==> src/rtl/ca2d_pkg.sv <==
// Shared types and constants of the toroidal cellular automaton block.
package ca2d_pkg;

    localparam int SIDE_DEF     = 8;
    localparam int MAX_ROWS_OUT = 8;
    localparam int RULE_W       = 32;
    localparam int MODE_W       = 2;
    localparam int ROW_IDX_W    = 3;
    localparam int ROW_CELLS_W  = 8;
    localparam int QUEUE_DEPTH  = 2;

    localparam logic [RULE_W-1:0] RULE_RESET = 32'h6E6E_6E6E;

    localparam logic [MODE_W-1:0] MODE_SEED  = 2'd0;
    localparam logic [MODE_W-1:0] MODE_WRITE = 2'd1;
    localparam logic [MODE_W-1:0] MODE_STEP  = 2'd2;
    localparam logic [MODE_W-1:0] MODE_EMIT  = 2'd3;

    typedef enum logic [1:0] {
        OP_SEED,
        OP_WRITE,
        OP_STEP,
        OP_EMIT
    } t_op;

    typedef struct packed {
        t_op                    op;
        logic [ROW_IDX_W-1:0]   row_index;
        logic [ROW_CELLS_W-1:0] row_cells;
    } t_cmd;

endpackage

==> src/rtl/ca2d_if.sv <==
// Request channel interfaces: input commands, emitted rows, rule writes.
interface ca2d_in_if import ca2d_pkg::*; ();
    logic                   valid;
    logic                   ready;
    logic [MODE_W-1:0]      mode;
    logic [ROW_IDX_W-1:0]   row_index;
    logic [ROW_CELLS_W-1:0] row_cells;

    modport source (output valid, output mode, output row_index, output row_cells,
                    input ready);
    modport sink   (input valid, input mode, input row_index, input row_cells,
                    output ready);
endinterface

interface ca2d_out_if import ca2d_pkg::*; ();
    logic                   valid;
    logic                   ready;
    logic [ROW_IDX_W-1:0]   out_row_index;
    logic [ROW_CELLS_W-1:0] out_row_cells;
    logic                   last_row;

    modport source (output valid, output out_row_index, output out_row_cells,
                    output last_row, input ready);
    modport sink   (input valid, input out_row_index, input out_row_cells,
                    input last_row, output ready);
endinterface

interface ca2d_cfg_if import ca2d_pkg::*; ();
    logic              valid;
    logic              ready;
    logic [RULE_W-1:0] data;

    modport source (output valid, output data, input ready);
    modport sink   (input valid, input data, output ready);
endinterface

==> src/rtl/ca2d_front.sv <==
// Front end: accepts requests, decodes them into commands, queues them.
module ca2d_front import ca2d_pkg::*; #(
    parameter int SIDE = SIDE_DEF
) (
    input  logic   i_clk,
    input  logic   i_rst_n,
    ca2d_in_if.sink i_in,
    output logic   o_cmd_valid,
    output t_cmd   o_cmd,
    input  logic   i_cmd_ready
);

    localparam int CNT_W = $clog2(QUEUE_DEPTH + 1);
    localparam int PTR_W = $clog2(QUEUE_DEPTH);

    t_cmd             r_q [QUEUE_DEPTH];
    logic [PTR_W-1:0] r_wr_ptr, n_wr_ptr;
    logic [PTR_W-1:0] r_rd_ptr, n_rd_ptr;
    logic [CNT_W-1:0] r_count, n_count;

    t_cmd dec_cmd;
    logic dec_keep;
    logic push, pop;

    always_comb begin
        dec_cmd.row_index = i_in.row_index;
        dec_cmd.row_cells = i_in.row_cells;
        dec_keep          = 1'b1;
        case (i_in.mode)
            MODE_SEED:  dec_cmd.op = OP_SEED;
            MODE_WRITE: begin
                dec_cmd.op = OP_WRITE;
                // rows outside the grid are dropped here
                dec_keep   = (int'(i_in.row_index) < SIDE);
            end
            MODE_STEP:  dec_cmd.op = OP_STEP;
            MODE_EMIT:  dec_cmd.op = OP_EMIT;
            default:    dec_cmd.op = OP_EMIT;
        endcase
    end

    assign i_in.ready  = (int'(r_count) < QUEUE_DEPTH);
    assign push        = i_in.valid && i_in.ready && dec_keep;
    assign o_cmd_valid = (r_count != '0);
    assign o_cmd       = r_q[r_rd_ptr];
    assign pop         = o_cmd_valid && i_cmd_ready;

    always_comb begin
        n_wr_ptr = push ? r_wr_ptr + 1'b1 : r_wr_ptr;
        n_rd_ptr = pop  ? r_rd_ptr + 1'b1 : r_rd_ptr;
        n_count  = r_count;
        if (push && !pop) begin
            n_count = r_count + 1'b1;
        end else if (pop && !push) begin
            n_count = r_count - 1'b1;
        end
    end

    always_ff @(posedge i_clk) begin
        if (!i_rst_n) begin
            r_wr_ptr <= '0;
            r_rd_ptr <= '0;
            r_count  <= '0;
        end else begin
            r_wr_ptr <= n_wr_ptr;
            r_rd_ptr <= n_rd_ptr;
            r_count  <= n_count;
        end
    end

    always_ff @(posedge i_clk) begin
        if (push) begin
            r_q[r_wr_ptr] <= dec_cmd;
        end
    end

    a_count_up: assert property (@(posedge i_clk) disable iff (!i_rst_n)
        (push && !pop) |=> (r_count == $past(r_count) + 1'b1))
        else $error("queue count did not rise on push");

    a_no_pop_empty: assert property (@(posedge i_clk) disable iff (!i_rst_n)
        (r_count == '0) |-> (!pop && o_cmd_valid == 1'b0))
        else $error("pop from empty queue");

endmodule

==> src/rtl/ca2d_back.sv <==
// Back end: grid ring of rows, per-row rule update and output register.
module ca2d_back import ca2d_pkg::*; #(
    parameter int SIDE = SIDE_DEF
) (
    input  logic              i_clk,
    input  logic              i_rst_n,
    input  logic              i_cmd_valid,
    input  t_cmd              i_cmd,
    output logic              o_cmd_ready,
    input  logic [RULE_W-1:0] i_rule,
    ca2d_out_if.source        o_out
);

    localparam int CNT_W    = $clog2(SIDE);
    localparam int NOUT     = (SIDE < MAX_ROWS_OUT) ? SIDE : MAX_ROWS_OUT;
    localparam int SEED_IDX = (SIDE * SIDE) / 2;
    localparam int SEED_ROW = (SEED_IDX / SIDE) % SIDE;
    localparam int SEED_COL = SEED_IDX % SIDE;
    localparam logic [SIDE-1:0] SEED_BITS = SIDE'(1) << SEED_COL;

    typedef enum logic {ST_IDLE, ST_RUN} t_state;

    t_state                 r_state, n_state;
    logic [SIDE-1:0]        r_ring [SIDE];
    logic [SIDE-1:0]        n_ring [SIDE];
    logic [SIDE-1:0]        r_prev, n_prev;
    logic [SIDE-1:0]        r_row0_old, n_row0_old;
    logic [CNT_W-1:0]       r_cnt, n_cnt;
    logic                   r_step, n_step;
    logic                   r_out_valid, n_out_valid;
    logic [ROW_IDX_W-1:0]   r_out_idx, n_out_idx;
    logic [ROW_CELLS_W-1:0] r_out_cells, n_out_cells;
    logic                   r_out_last, n_out_last;

    logic [SIDE-1:0] row_cur, row_dn, row_new;
    logic            is_last, emit_now, can_load, advance;

    assign row_cur  = r_ring[0];
    assign is_last  = (r_cnt == CNT_W'(SIDE - 1));
    assign row_dn   = is_last ? r_row0_old : r_ring[1];
    assign emit_now = (int'(r_cnt) < NOUT);
    assign can_load = !r_out_valid || o_out.ready;
    assign advance  = (r_state == ST_RUN) && (can_load || !emit_now);

    // rule index: {up, down, left, right, self}
    always_comb begin
        for (int x = 0; x < SIDE; x++) begin
            row_new[x] = i_rule[{r_prev[x], row_dn[x], row_cur[(x + SIDE - 1) % SIDE],
                                 row_cur[(x + 1) % SIDE], row_cur[x]}];
        end
    end

    assign o_cmd_ready = (r_state == ST_IDLE);

    always_comb begin
        n_state     = r_state;
        n_ring      = r_ring;
        n_prev      = r_prev;
        n_row0_old  = r_row0_old;
        n_cnt       = r_cnt;
        n_step      = r_step;
        n_out_valid = r_out_valid && !o_out.ready;
        n_out_idx   = r_out_idx;
        n_out_cells = r_out_cells;
        n_out_last  = r_out_last;
        case (r_state)
            ST_IDLE: begin
                if (i_cmd_valid) begin
                    case (i_cmd.op)
                        OP_SEED: begin
                            for (int i = 0; i < SIDE; i++) begin
                                n_ring[i] = (i == SEED_ROW) ? SEED_BITS : '0;
                            end
                        end
                        OP_WRITE: begin
                            for (int i = 0; i < SIDE; i++) begin
                                if (int'(i_cmd.row_index) == i) begin
                                    n_ring[i] = SIDE'(i_cmd.row_cells);
                                end
                            end
                        end
                        OP_STEP, OP_EMIT: begin
                            n_step     = (i_cmd.op == OP_STEP);
                            n_cnt      = '0;
                            n_row0_old = r_ring[0];
                            n_prev     = r_ring[SIDE-1];
                            n_state    = ST_RUN;
                        end
                        default: n_state = ST_IDLE;
                    endcase
                end
            end
            ST_RUN: begin
                if (advance) begin
                    for (int i = 0; i < SIDE - 1; i++) begin
                        n_ring[i] = r_ring[i+1];
                    end
                    n_ring[SIDE-1] = r_step ? row_new : row_cur;
                    n_prev         = row_cur;
                    if (emit_now) begin
                        n_out_valid = 1'b1;
                        n_out_idx   = ROW_IDX_W'(r_cnt);
                        n_out_cells = ROW_CELLS_W'(r_step ? row_new : row_cur);
                        n_out_last  = (int'(r_cnt) == NOUT - 1);
                    end
                    if (is_last) begin
                        n_state = ST_IDLE;
                    end else begin
                        n_cnt = r_cnt + 1'b1;
                    end
                end
            end
            default: n_state = ST_IDLE;
        endcase
    end

    always_ff @(posedge i_clk) begin
        if (!i_rst_n) begin
            r_state     <= ST_IDLE;
            r_out_valid <= 1'b0;
            r_cnt       <= '0;
            r_step      <= 1'b0;
            for (int i = 0; i < SIDE; i++) begin
                r_ring[i] <= (i == SEED_ROW) ? SEED_BITS : '0;
            end
        end else begin
            r_state     <= n_state;
            r_out_valid <= n_out_valid;
            r_cnt       <= n_cnt;
            r_step      <= n_step;
            r_ring      <= n_ring;
        end
    end

    always_ff @(posedge i_clk) begin
        r_prev      <= n_prev;
        r_row0_old  <= n_row0_old;
        r_out_idx   <= n_out_idx;
        r_out_cells <= n_out_cells;
        r_out_last  <= n_out_last;
    end

    assign o_out.valid         = r_out_valid;
    assign o_out.out_row_index = r_out_idx;
    assign o_out.out_row_cells = r_out_cells;
    assign o_out.last_row      = r_out_last;

    a_stall_holds: assert property (@(posedge i_clk) disable iff (!i_rst_n)
        (r_state == ST_RUN && r_out_valid && !o_out.ready && emit_now)
        |=> $stable(r_cnt))
        else $error("row counter moved under output stall");

    a_run_ends_full: assert property (@(posedge i_clk) disable iff (!i_rst_n)
        (r_state == ST_RUN && n_state == ST_IDLE) |-> is_last)
        else $error("pass ended before all rows");

    a_last_flag: assert property (@(posedge i_clk) disable iff (!i_rst_n)
        (r_out_valid && r_out_last) |-> (r_out_idx == ROW_IDX_W'(NOUT - 1)))
        else $error("last row flag on wrong row");

endmodule

==> src/rtl/toroidal_2d_cellular_automaton_step.sv <==
// Top level of the toroidal cellular automaton block.
// Seed and write requests update the ring of rows and emit nothing.
// Step and emit requests hold the back end: it loads, then the ring of rows turns once,
// one row per cycle unless an output stall holds it, and the first min(SIDE, 8) rows are
// emitted in order from the output register, after the command queue and the load.
// Reset (synchronous, active low) restores the rule table and the single-cell seed.
module toroidal_2d_cellular_automaton_step import ca2d_pkg::*; #(
    parameter int SIDE = SIDE_DEF
) (
    input  logic        i_clk,
    input  logic        i_rst_n,
    ca2d_in_if.sink     i_in,
    ca2d_out_if.source  o_out,
    ca2d_cfg_if.sink    i_cfg
);

    logic [RULE_W-1:0] r_rule;
    logic              cmd_valid;
    logic              cmd_ready;
    t_cmd              cmd;

    assign i_cfg.ready = 1'b1;

    always_ff @(posedge i_clk) begin
        if (!i_rst_n) begin
            r_rule <= RULE_RESET;
        end else if (i_cfg.valid && i_cfg.ready) begin
            r_rule <= i_cfg.data;
        end
    end

    ca2d_front #(
        .SIDE (SIDE)
    ) u_front (
        .i_clk       (i_clk),
        .i_rst_n     (i_rst_n),
        .i_in        (i_in),
        .o_cmd_valid (cmd_valid),
        .o_cmd       (cmd),
        .i_cmd_ready (cmd_ready)
    );

    ca2d_back #(
        .SIDE (SIDE)
    ) u_back (
        .i_clk       (i_clk),
        .i_rst_n     (i_rst_n),
        .i_cmd_valid (cmd_valid),
        .i_cmd       (cmd),
        .o_cmd_ready (cmd_ready),
        .i_rule      (r_rule),
        .o_out       (o_out)
    );

endmodule
==> src/flat_wrapper.sv <==
// flat-port wrapper written by rule: the top's interface ports become plain ports
module toroidal_2d_cellular_automaton_step_flat import ca2d_pkg::*;
#(
    parameter int SIDE = SIDE_DEF
)
  (i_clk, i_rst_n, i_in_valid, i_in_mode, i_in_row_index, i_in_row_cells, i_in_ready, o_out_valid, o_out_out_row_index, o_out_out_row_cells, o_out_last_row, o_out_ready, i_cfg_valid, i_cfg_data, i_cfg_ready);
  ca2d_in_if i_in_i ();
  ca2d_out_if o_out_i ();
  ca2d_cfg_if i_cfg_i ();
  input  logic i_clk;
  input  logic i_rst_n;
  input wire logic [$bits(i_in_i.valid)-1:0] i_in_valid;
  input wire logic [$bits(i_in_i.mode)-1:0] i_in_mode;
  input wire logic [$bits(i_in_i.row_index)-1:0] i_in_row_index;
  input wire logic [$bits(i_in_i.row_cells)-1:0] i_in_row_cells;
  output wire logic [$bits(i_in_i.ready)-1:0] i_in_ready;
  output wire logic [$bits(o_out_i.valid)-1:0] o_out_valid;
  output wire logic [$bits(o_out_i.out_row_index)-1:0] o_out_out_row_index;
  output wire logic [$bits(o_out_i.out_row_cells)-1:0] o_out_out_row_cells;
  output wire logic [$bits(o_out_i.last_row)-1:0] o_out_last_row;
  input wire logic [$bits(o_out_i.ready)-1:0] o_out_ready;
  input wire logic [$bits(i_cfg_i.valid)-1:0] i_cfg_valid;
  input wire logic [$bits(i_cfg_i.data)-1:0] i_cfg_data;
  output wire logic [$bits(i_cfg_i.ready)-1:0] i_cfg_ready;
  assign i_in_i.valid = i_in_valid;
  assign i_in_i.mode = i_in_mode;
  assign i_in_i.row_index = i_in_row_index;
  assign i_in_i.row_cells = i_in_row_cells;
  assign i_in_ready = i_in_i.ready;
  assign o_out_valid = o_out_i.valid;
  assign o_out_out_row_index = o_out_i.out_row_index;
  assign o_out_out_row_cells = o_out_i.out_row_cells;
  assign o_out_last_row = o_out_i.last_row;
  assign o_out_i.ready = o_out_ready;
  assign i_cfg_i.valid = i_cfg_valid;
  assign i_cfg_i.data = i_cfg_data;
  assign i_cfg_ready = i_cfg_i.ready;
  toroidal_2d_cellular_automaton_step #(.SIDE(SIDE)) u_core (.i_clk(i_clk), .i_rst_n(i_rst_n), .i_in(i_in_i), .o_out(o_out_i), .i_cfg(i_cfg_i));
endmodule
==> config.mk <==
export PLATFORM = sky130hd
export DESIGN_NAME = toroidal_2d_cellular_automaton_step_flat
export DESIGN_NICKNAME = d
export VERILOG_FILES = /design/src/rtl/ca2d_pkg.sv /design/src/rtl/ca2d_if.sv /design/src/rtl/ca2d_front.sv /design/src/rtl/ca2d_back.sv /design/src/rtl/toroidal_2d_cellular_automaton_step.sv /design/src/flat_wrapper.sv
export SDC_FILE = /design/constraint.sdc
export NUM_CORES = 1
export LEC_CHECK = 0
export ABC_AREA = 0
export BUFFER_PORTS_ARGS = -buffer_cell sky130_fd_sc_hd__buf_4
export CAP_MARGIN = 20
export CORE_ASPECT_RATIO = 1.4
export CORE_UTILIZATION = 40
export DETAILED_ROUTE_END_ITERATION = 12
export GPL_ROUTABILITY_DRIVEN = 0
export SLEW_MARGIN = 40
export SYNTH_ARGS = -nofsm -noshare
export SYNTH_HDL_FRONTEND = slang
export SYNTH_SLANG_ARGS = --single-unit
==> constraint.sdc <==
create_clock -name i_clk -period 2.7 [get_ports i_clk]
set_clock_uncertainty 0.1 [all_clocks]
set_input_delay 0.27 -clock i_clk [delete_from_list [all_inputs] [get_ports i_clk]]
set_output_delay 0.27 -clock i_clk [all_outputs]
set_load 0.01 [all_outputs]
* After elaboration in Yosys (flattened, before gate mapping)
Memories as Yosys holds them, arrays and structs flattened. A register that Yosys moved wholly into a read port is not among the register bits.
Cells that the tools add are included.
** Word-level totals
- Register bits after elaboration :: 134
- Memory bits (writable) :: 26
- Input bits :: 50
- Output and inout port bits :: 15
- Memories :: 1
** Memory list
- u_core.u_front.r_q :: depth 2, bits a word 13, rd ports 1, clocked after memory_dff 1, wr ports 1, RTL line ca2d_front.sv:16 : t_cmd r_q [QUEUE_DEPTH];
** Cells by class
- Add/subtract/negate cells :: 5
- Order comparisons :: 9
- Eq/ne operators :: 28
- Multiplexer cells :: 53
- Bitwise logic cells :: 1
- Reductions and logical operators :: 29
** Operators by type and width (count)
- $pmux W64 S2 :: 2
- $mux W64 :: 2
- $mux W8 :: 13
- $lt A5 B6 Y1 const B :: 8
- $bmux W1 S5 :: 8
- $reduce_and A4 Y1 :: 9
- $ne A3 B3 Y1 const B :: 9
- $mux W1 :: 18
- $pmux W8 S2 :: 1
- $eq A3 B3 Y1 const B :: 5
- $mux W3 :: 4
- $eq A2 B2 Y1 const B :: 4
- $pmux W2 S4 :: 1
- $eq A3 B1 Y1 const B :: 2
- $eq A3 B2 Y1 const B :: 2
- $logic_and A1 B1 Y1 :: 6
- $ne A2 B2 Y1 const B :: 3
- $pmux W3 S2 :: 1
- $reduce_and A3 Y1 :: 2
- $eq A2 B1 Y1 const B :: 2
- $logic_not A1 Y1 :: 4
- $logic_not A2 Y1 :: 2
- $mux W2 :: 2
- $reduce_bool A2 Y1 :: 2
- 12 further kinds :: 13

* Longest topological paths before layout
Gate-level depths: netlist (run 1).
- Word-level depth :: 7
- Depth in mapped cells :: 8

* By module
A second synthesis (run 1) with hierarchy kept.
** Second synthesis, totals
- Cell total of the unflattened synthesis :: 746
- Area, all modules :: 8677.1 sq um
** Modules (own cells, without submodules)
- ca2d_back :: times used 1, cells an instance 576, area an instance 6324.8 sq um, seq. area each 2242.2 sq um
- toroidal_2d_cellular_automaton_step :: times used 1, cells an instance 105, area an instance 1187.4 sq um, seq. area each 640.6 sq um
- ca2d_front :: times used 1, cells an instance 65, area an instance 1164.9 sq um, seq. area each 880.8 sq um

* Least setup slack after synthesis (run 1)
OpenSTA, ideal clock, no wires.
- Kind :: flip-flop to flip-flop
- From :: reg u_core.u_back.r_cnt[0]
- To :: reg u_core.u_back.r_ring[2] (netlist bit)
- Data arrival time :: 2470 ps
- Data required time :: 2481 ps
- Setup slack :: 11 ps
- Stages on the path, launching flop included :: 9
- Path buffers :: 1
- Cell sequence :: dfxtp_1 ha_1 ha_1 clkbuf_8 mux2i_1 mux4_2 mux2_4 o221a_1 o221a_1
** On the way
- Cells in the longest elaborated chain, start to end :: 7
** RTL lines
- start: declaration :: RTL line ca2d_back.sv:28 : logic [CNT_W-1:0] r_cnt, n_cnt;
- start signal: assignment :: RTL line ca2d_back.sv:129 : r_cnt <= n_cnt;
- $eq A3 B3 Y1 :: RTL line ca2d_back.sv:39 : assign is_last = (r_cnt == CNT_W'(SIDE - 1));
- via u_core.u_back.is_last :: RTL line ca2d_back.sv:36 : logic is_last, emit_now, can_load, advance;
- $mux W8 :: RTL line ca2d_back.sv:40 : assign row_dn = is_last ? r_row0_old : r_ring[1];
- $bmux W1 S5 :: RTL line ca2d_back.sv:48 : row_new[x] = i_rule[{r_prev[x], row_dn[x], row_cur[(x + SIDE - 1) % SIDE],
- $mux W1 (implied by the code) :: RTL line ca2d_back.sv:48
- $mux W8 :: RTL line ca2d_back.sv:98 : n_ring[SIDE-1] = r_step ? row_new : row_cur;
- $mux W64 :: RTL line ca2d_back.sv:94 : if (advance) begin
- $pmux W64 S2 :: RTL line ca2d_back.sv:66 : case (r_state)
- end signal: indexed assignment :: RTL line ca2d_back.sv:124 : r_ring[i] <= (i == SEED_ROW) ? SEED_BITS : '0;
- end signal: assignment :: RTL line ca2d_back.sv:131 : r_ring <= n_ring;
- end: declaration :: RTL line ca2d_back.sv:24 : logic [SIDE-1:0] r_ring [SIDE];
The timed path passes the listed nets, and every way through them passes these cells. The select of a mux whose other input is x is not followed.
A chain may end at the register's enable or synchronous reset.

* Worst setup path after layout (run 1)
- From :: reg u_core.u_back.r_ring (netlist bit u_core.u_back.row_cur[2])
- To :: reg u_core.u_back.r_ring[2] (netlist bit)
** On the way
- Cells in the longest elaborated chain, start to end :: 5
** RTL lines (RTL line)
- $bmux W1 S5 :: ca2d_back.sv:48
- $mux W1 (implied by the code) :: ca2d_back.sv:48
- $mux W8 (*) :: ca2d_back.sv:98
- $mux W64 (*) :: ca2d_back.sv:94
- $pmux W64 S2 (*) :: ca2d_back.sv:66
Every way passes the cells marked *; elsewhere a longest branch is shown, timed or not. The select of a mux whose other input is x is not followed.

==> results.json, run 1 <==
{
  "outcome": "complete, but fails checks",
  "violations": "DRC",
  "viasPerCell": 6.03,
  "post_cts_buffers": 0,
  "drt_pass1_iterations": 10,
  "grtUsageTotal": 0.219,
  "combPwrFrac": 0.470,
  "design_area_um2": 10600,
  "cts-root-buf": "clkbuf_16",
  "placed_area_um2": 9420,
  "cp-end-kind": "register",
  "worstSetupPathType": "register to register",
  "synthSimpleGateAreaFrac": 0.0846,
  "synth.distinct_cells": 52,
  "cp_max_fo": 23,
  "ant_nets": 0,
  "ioPinCount": 65,
  "p_per_area_nw_per_um2": 1170,
  "fill_cells": 1764,
  "core_um2": 20700,
  "die_w_um": 126,
  "hold_path_class": "input port to register",
  "via_count": 6572,
  "cts.clk_slew.worst_paths_ps": 60,
  "drv_cap": 0,
  "synth-edff-count": 54,
  "slowest_stage": "mux4_1",
  "clkPwrFrac": 0.204,
  "synth_xor_area_frac": 0.00410,
  "syn_avg_cell_area_um2": 12.0,
  "dp.cells": 1014,
  "drive_gt1_frac": 0.271,
  "drt-total-wl_um": 23300,
  "syn_inst": 711,
  "cp_slowest_stage_delay_ps": 640,
  "grt_pass1_wl_um": 36400,
  "p_leak_nw": 3.80,
  "crit_required_ps": 2910,
  "layout_min_cycle_time_ps": 2670,
  "clk_path_buf_depth": 2,
  "switching_power_mw": 4.53,
  "setup-violations-final": 0,
  "cp_num_buf_inv": 1,
  "arrival_ps": 2890,
  "dieArea_um2": 22000,
  "path_cells": "buf_12 > mux4_1 > mux4_2 > mux2_4 > o221a_1 > o221a_1",
  "initial_core_util": 0.413,
  "htreeDepth": 4,
  "die_h_um": 175,
  "multiInputGateArea_um2": 4480,
  "wl_per_cell_um": 21.3,
  "synth_top_area_share": 0.251,
  "synthAdderAreaFrac": 0.00439,
  "grt_max_degree": 69,
  "fmax_mhz": 374,
  "hpwl_um": 16000,
  "cp_common_cell": "o221a_1",
  "final_nets": 873,
  "drc_errors": 7,
  "syn-num-nets": 764,
  "antenna_found_initial": 0,
  "max_slew_margin": 0.565,
  "cts_tree": "yes",
  "fin_crit_sh": 0.990,
  "synth_top_family_by_area": "multiplexers",
  "diodes": 0,
  "grt_overflow": 0,
  "synth_compound_area_frac": 0.126,
  "seqPwrFrac": 0.326,
  "async_flop_share": 0,
  "cts.sinks": 161,
  "critical-path-top-delay-family": "multiplexers",
  "r2r_slack_ps": 30,
  "synthTopCellsByArea": "dfxtp_1 25%, edfxtp_1 19%, mux4_2 16%",
  "clkLatencyLatePin_ps": 430,
  "io_buffers": 63,
  "synth_flop_cell": "dfxtp_1",
  "setup_tns_ps": 0,
  "syn_to_final_growth_pct": 23.4,
  "synth_area_um2": 8550,
  "hold_ws_ps": 16.0,
  "ys_seq_area_frac": 0.440,
  "peakVddDrop_mv": 0.558,
  "yosysWarnings": 0,
  "final_cell_mix": "105 x dfxtp_1, 95 x buf_4, 92 x nor2_1, 64 x a21oi_1, 61 x mux4_2",
  "drtIter0Drc": 627,
  "synth_seq_cells": 161,
  "num_rows": 62,
  "power_mw": 12.4,
  "cp-start-kind": "register",
  "regArea_um2": 3770,
  "cts_buffers": 17,
  "p_int_mw": 7.84,
  "grt_pass1_vias": 6392,
  "layoutNonFillerInstCount": 1089,
  "yosysTopAreaCell": "dfxtp_1",
  "tightestPinTransition_ps": 650,
  "mostFrequentLayoutCell": "dfxtp_1",
  "slew_violations": 0,
  "hold_violations": 0,
  "swShare": 0.366,
  "synthMuxAreaShare": 0.295
}
-- sequential cells by signal, indices dropped and copies added (netlist names), 8 cells and up, named ones only --
name                               count
u_core.r_rule                         32
u_core.u_back.o_out.out_row_cells      8
u_core.u_back.r_prev                   8
u_core.u_back.r_ring                  56
u_core.u_back.r_row0_old               8
u_core.u_back.row_cur                  8
u_core.u_front.r_q                    26
-- metrics by stage --
| stage | util | setup WS [ps] |
|---|---|---|
| CTS | 0.506 | -29.6 |
| global route | 0.509 | -9.56 |
| finish | 0.509 | 26.7 |
| detailed placement | 0.455 | -158 |
| global placement | 0.455 | -69.5 |
| floorplan | - | 11.0 |
-- per-layer routing --
metal / up-vias / wire, µm / share of wire / track usage
li1: 2987 / - / - / -
met1: 3228 / 8950 / 0.39 / 0.256
met2: 301 / 11600 / 0.50 / 0.368
met3: 56 / 1370 / 0.059 / 0.0401
met4: 0 / 1310 / 0.056 / 0.141
met5: - / 0 / 0 / 0
-- power groups by stage --
stage               combinational, mW  clock [mW]  sequential [mW]
detailed placement               5.64           0             4.03
global route                     6.25        2.64             4.12
floorplan                        4.14           0             3.85
global placement                 5.56           0             4.01
CTS                              5.74        2.56             3.99
finish                           5.81        2.52             4.03
-- logic make-up after synthesis --
group	after synthesis
compound gates	162
xor+xnor	4
fa+ha+maj	3
buf+inv	68
flops	161
mux	149
other cells	1
simple gates	163
-- final timing paths --
kind,startpoint,endpoint,cells after the start
worst min register to register,u_core.u_back.row_cur[6],u_core.u_back.r_row0_old[6],0
worst max-delay path,u_core.u_back.row_cur[2],u_core.u_back.r_ring[2],6
worst min-delay path,i_cfg_data[28],u_core.r_rule[28],3
worst max register to register,u_core.u_back.row_cur[2],u_core.u_back.r_ring[2],6
-- layout make-up --
class	count	area share
clock buffer	21	0.0446
clock inverter	11	0.0144
inverter	11	0.00391
multi-input combinational	482	0.424
sequential	161	0.357
tap	256	0.0304
timing repair buffer	147	0.125
-- synthesized netlist by cell type, types with 2 or more instances --
cell	instances
buf_6	2
inv_1	9
nor2_1	92
clkbuf_8	8
nand2_1	28
nor3b_1	4
xor2_1	3
buf_2	4
clkbuf_1	31
o221a_1	9
nand2b_1	2
edfxtp_1	54
a21oi_1	64
buf_4	4
a31oi_1	3
nor2b_1	11
o2111ai_1	3
nand3b_1	2
clkinv_1	2
dfxtp_1	107
o21ai_0	13
ha_1	3
nor3_1	10
o211a_1	2
nand4b_1	2
mux2_2	16
nand4_1	2
and3b_1	2
a22o_1	2
nand3_1	3
mux4_1	15
buf_1	7
a2bb2oi_1	2
a211oi_1	56
mux4_2	61
mux2i_1	56
o211ai_1	2
-- what timing repair did --
item                                    in CTS  in global routing
hold endpoints to repair                    56                  0
hold buffers                                43                  0
pin swaps                                    0                  1
endpoints found under the setup margin       7                  9
resized for setup                            2                 12
-- tightest hold or removal path, delay by kind of cell --
kind,cells,cell delay (ps)
muxes,1,50
and+or+nand+nor,1,90
buffers and inverters,1,70
(Power assumes the default switching activity.)
==> run 2: changes to the inputs <==
CTS_CLUSTER_SIZE = 25   (was unset)
RECOVER_POWER = 50   (was unset)
==> results.json, run 2 (synthesis results as in run 1) <==
{
  "cp_max_fo": 23,
  "worstSetupPathType": "register to register",
  "cp_num_buf_inv": 1,
  "arrival_ps": 2880,
  "syn_to_final_growth_pct": 22.6,
  "largestRegisters": "u_core.u_back.r_ring x56, u_core.r_rule x32, u_core.u_front.r_q x26",
  "cp_slowest_stage_delay_ps": 640,
  "reg2reg_depth": 6,
  "fill_cells": 1782,
  "setup_tns_ps": 0,
  "cp-end-kind": "register",
  "critical-path-top-delay-family": "multiplexers",
  "cp-start-kind": "register",
  "final_cell_mix": "106 x dfxtp_1, 92 x nor2_1, 64 x a21oi_1, 61 x mux4_2, 56 x a211oi_1",
  "grt.met3_usage": 0.0401,
  "hold_violations": 0,
  "path_cells": "buf_12 > mux4_1 > mux4_2 > mux2_4 > o221a_1 > o221a_1",
  "outcome": "complete, but fails checks",
  "fin_crit_sh": 0.987,
  "placed_area_um2": 9420,
  "met1_usage": 0.256,
  "grt_pass1_vias": 6392,
  "cts_tree": "yes",
  "viasPerCell": 6.01,
  "ioPinCount": 65,
  "layout_min_cycle_time_ps": 2670,
  "cts-root-buf": "clkbuf_16",
  "hold_ws_ps": 15.7,
  "design_area_um2": 10500,
  "drt-total-wl_um": 23200,
  "max_slew_margin": 0.444,
  "slew_violations": 0,
  "grt_busiest_layer": "met2",
  "grtUsageMet2": 0.368,
  "setup-violations-final": 0,
  "hpwl_um": 16000,
  "ant_nets": 0,
  "worstHoldStart": "i_cfg_data[28]",
  "cts.sinks": 161,
  "violations": "DRC",
  "final.setup.worst_slack_ps": 34.2,
  "r2r-start": "u_core.u_back.row_cur[2]",
  "largest-register": "u_core.u_back.r_ring",
  "io_buffers": 63,
  "post_cts_buffers": 0,
  "grt_pass1_wl_um": 36400,
  "rr_endpoint": "u_core.u_back.r_ring[2]",
  "slowest_stage": "mux4_1",
  "grtUsageTotal": 0.219,
  "worstHoldPathCells": 3,
  "p_leak_nw": 3.73,
  "cp_common_cell": "o221a_1",
  "cts.clk_slew.worst_paths_ps": 70,
  "final_nets": 873,
  "finalCoreUtilization": 0.506,
  "num_rows": 62,
  "die_w_um": 126,
  "antenna_found_initial": 0,
  "via_count": 6544,
  "clkLatencyLatePin_ps": 430,
  "tightestPinTransition_ps": 833,
  "path_depth": 6,
  "initial_core_util": 0.413,
  "drc_errors": 7,
  "hold_end": "u_core.r_rule[28]",
  "grt_max_degree": 69,
  "htreeDepth": 4,
  "wl_per_cell_um": 21.3,
  "diodes": 0,
  "mostFrequentLayoutCell": "dfxtp_1",
  "p_per_area_nw_per_um2": 1170,
  "cts_buffers": 17,
  "multiInputGateArea_um2": 4480,
  "die_h_um": 175,
  "dieArea_um2": 22000,
  "drive_gt1_frac": 0.247,
  "crit_start": "u_core.u_back.row_cur[2]",
  "crit_required_ps": 2910,
  "core_um2": 20700,
  "drtIter0Drc": 624,
  "r2r_slack_ps": 30,
  "peakVddDrop_mv": 0.558,
  "hold_path_class": "input port to register",
  "clk_path_buf_depth": 2,
  "drt_pass1_iterations": 9,
  "grt_overflow": 0,
  "post-place-ws_ps": -158,
  "largest_register_ffs": 56,
  "drv_cap": 0,
  "fmax_mhz": 375,
  "regArea_um2": 3760
}
run 2: cell types whose count changed in the layout (fill, tap and decap cells not counted), sizes merged:
| cell | before | now |
|---|---|---|
| clkbuf | 21 | 77 |
| buf | 104 | 48 |
run 2: final cells by class:
class	count	share of cell area
Clock buffer	21	0.0449
Clock inverter	11	0.0144
Inverter	11	0.00394
Multi-Input combinational cell	482	0.427
Sequential cell	161	0.359
Tap cell	256	0.0306
Timing Repair Buffer	147	0.120
run 2: worst min-delay path: cells and delay by family:
| kind | cells | cell delay (ps) |
|---|---|---|
| multiplexers | 1 | 50 |
| AND/OR/NAND/NOR | 1 | 90 |
| buffers and inverters | 1 | 70 |
run 2: power breakdown:
part	internal (mW)	switching, mW	leakage [nW]
sequential	3.42	0.603	1.39
combinational	2.82	2.93	2.04
clock	1.54	0.985	0.297
run 2: what timing repair did:
| action | 4_1_cts | 5_1_grt |
|---|---|---|
| hold buffers | 43 | 0 |
| pin swaps | 0 | 1 |
| gates resized for setup | 2 | 12 |
| hold endpoints to repair | 56 | 0 |
| setup endpoints to repair | 7 | 9 |
run 2: how the worst max path moves through the flow:
stage	slack, ps	endpoint
after floorplan	10	u_core.u_back.r_ring[2]
after global placement	-70	u_core.u_back.r_ring[0]
after detailed placement	-160	u_core.u_back.r_ring[4]
after CTS	-30	u_core.u_back.r_ring[2]
after global routing	-8	u_core.u_back.r_ring[2]
final	30	u_core.u_back.r_ring[2]
run 2: routing by layer:
metal / wire length, µm / share of wire / vias up
met3: 1370 / 0.059 / 56
met5: 0 / 0 / -
li1: - / - / 2983
met4: 1360 / 0.059 / 0
met2: 11500 / 0.50 / 289
met1: 8950 / 0.39 / 3216
run 2: stage by stage:
stage	power, mW	instances
after floorplan	8.00	711
after global placement	9.57	1014
after detailed placement	9.67	1014
after CTS	12.3	1089
after global routing	13.0	1089
final	12.3	1089
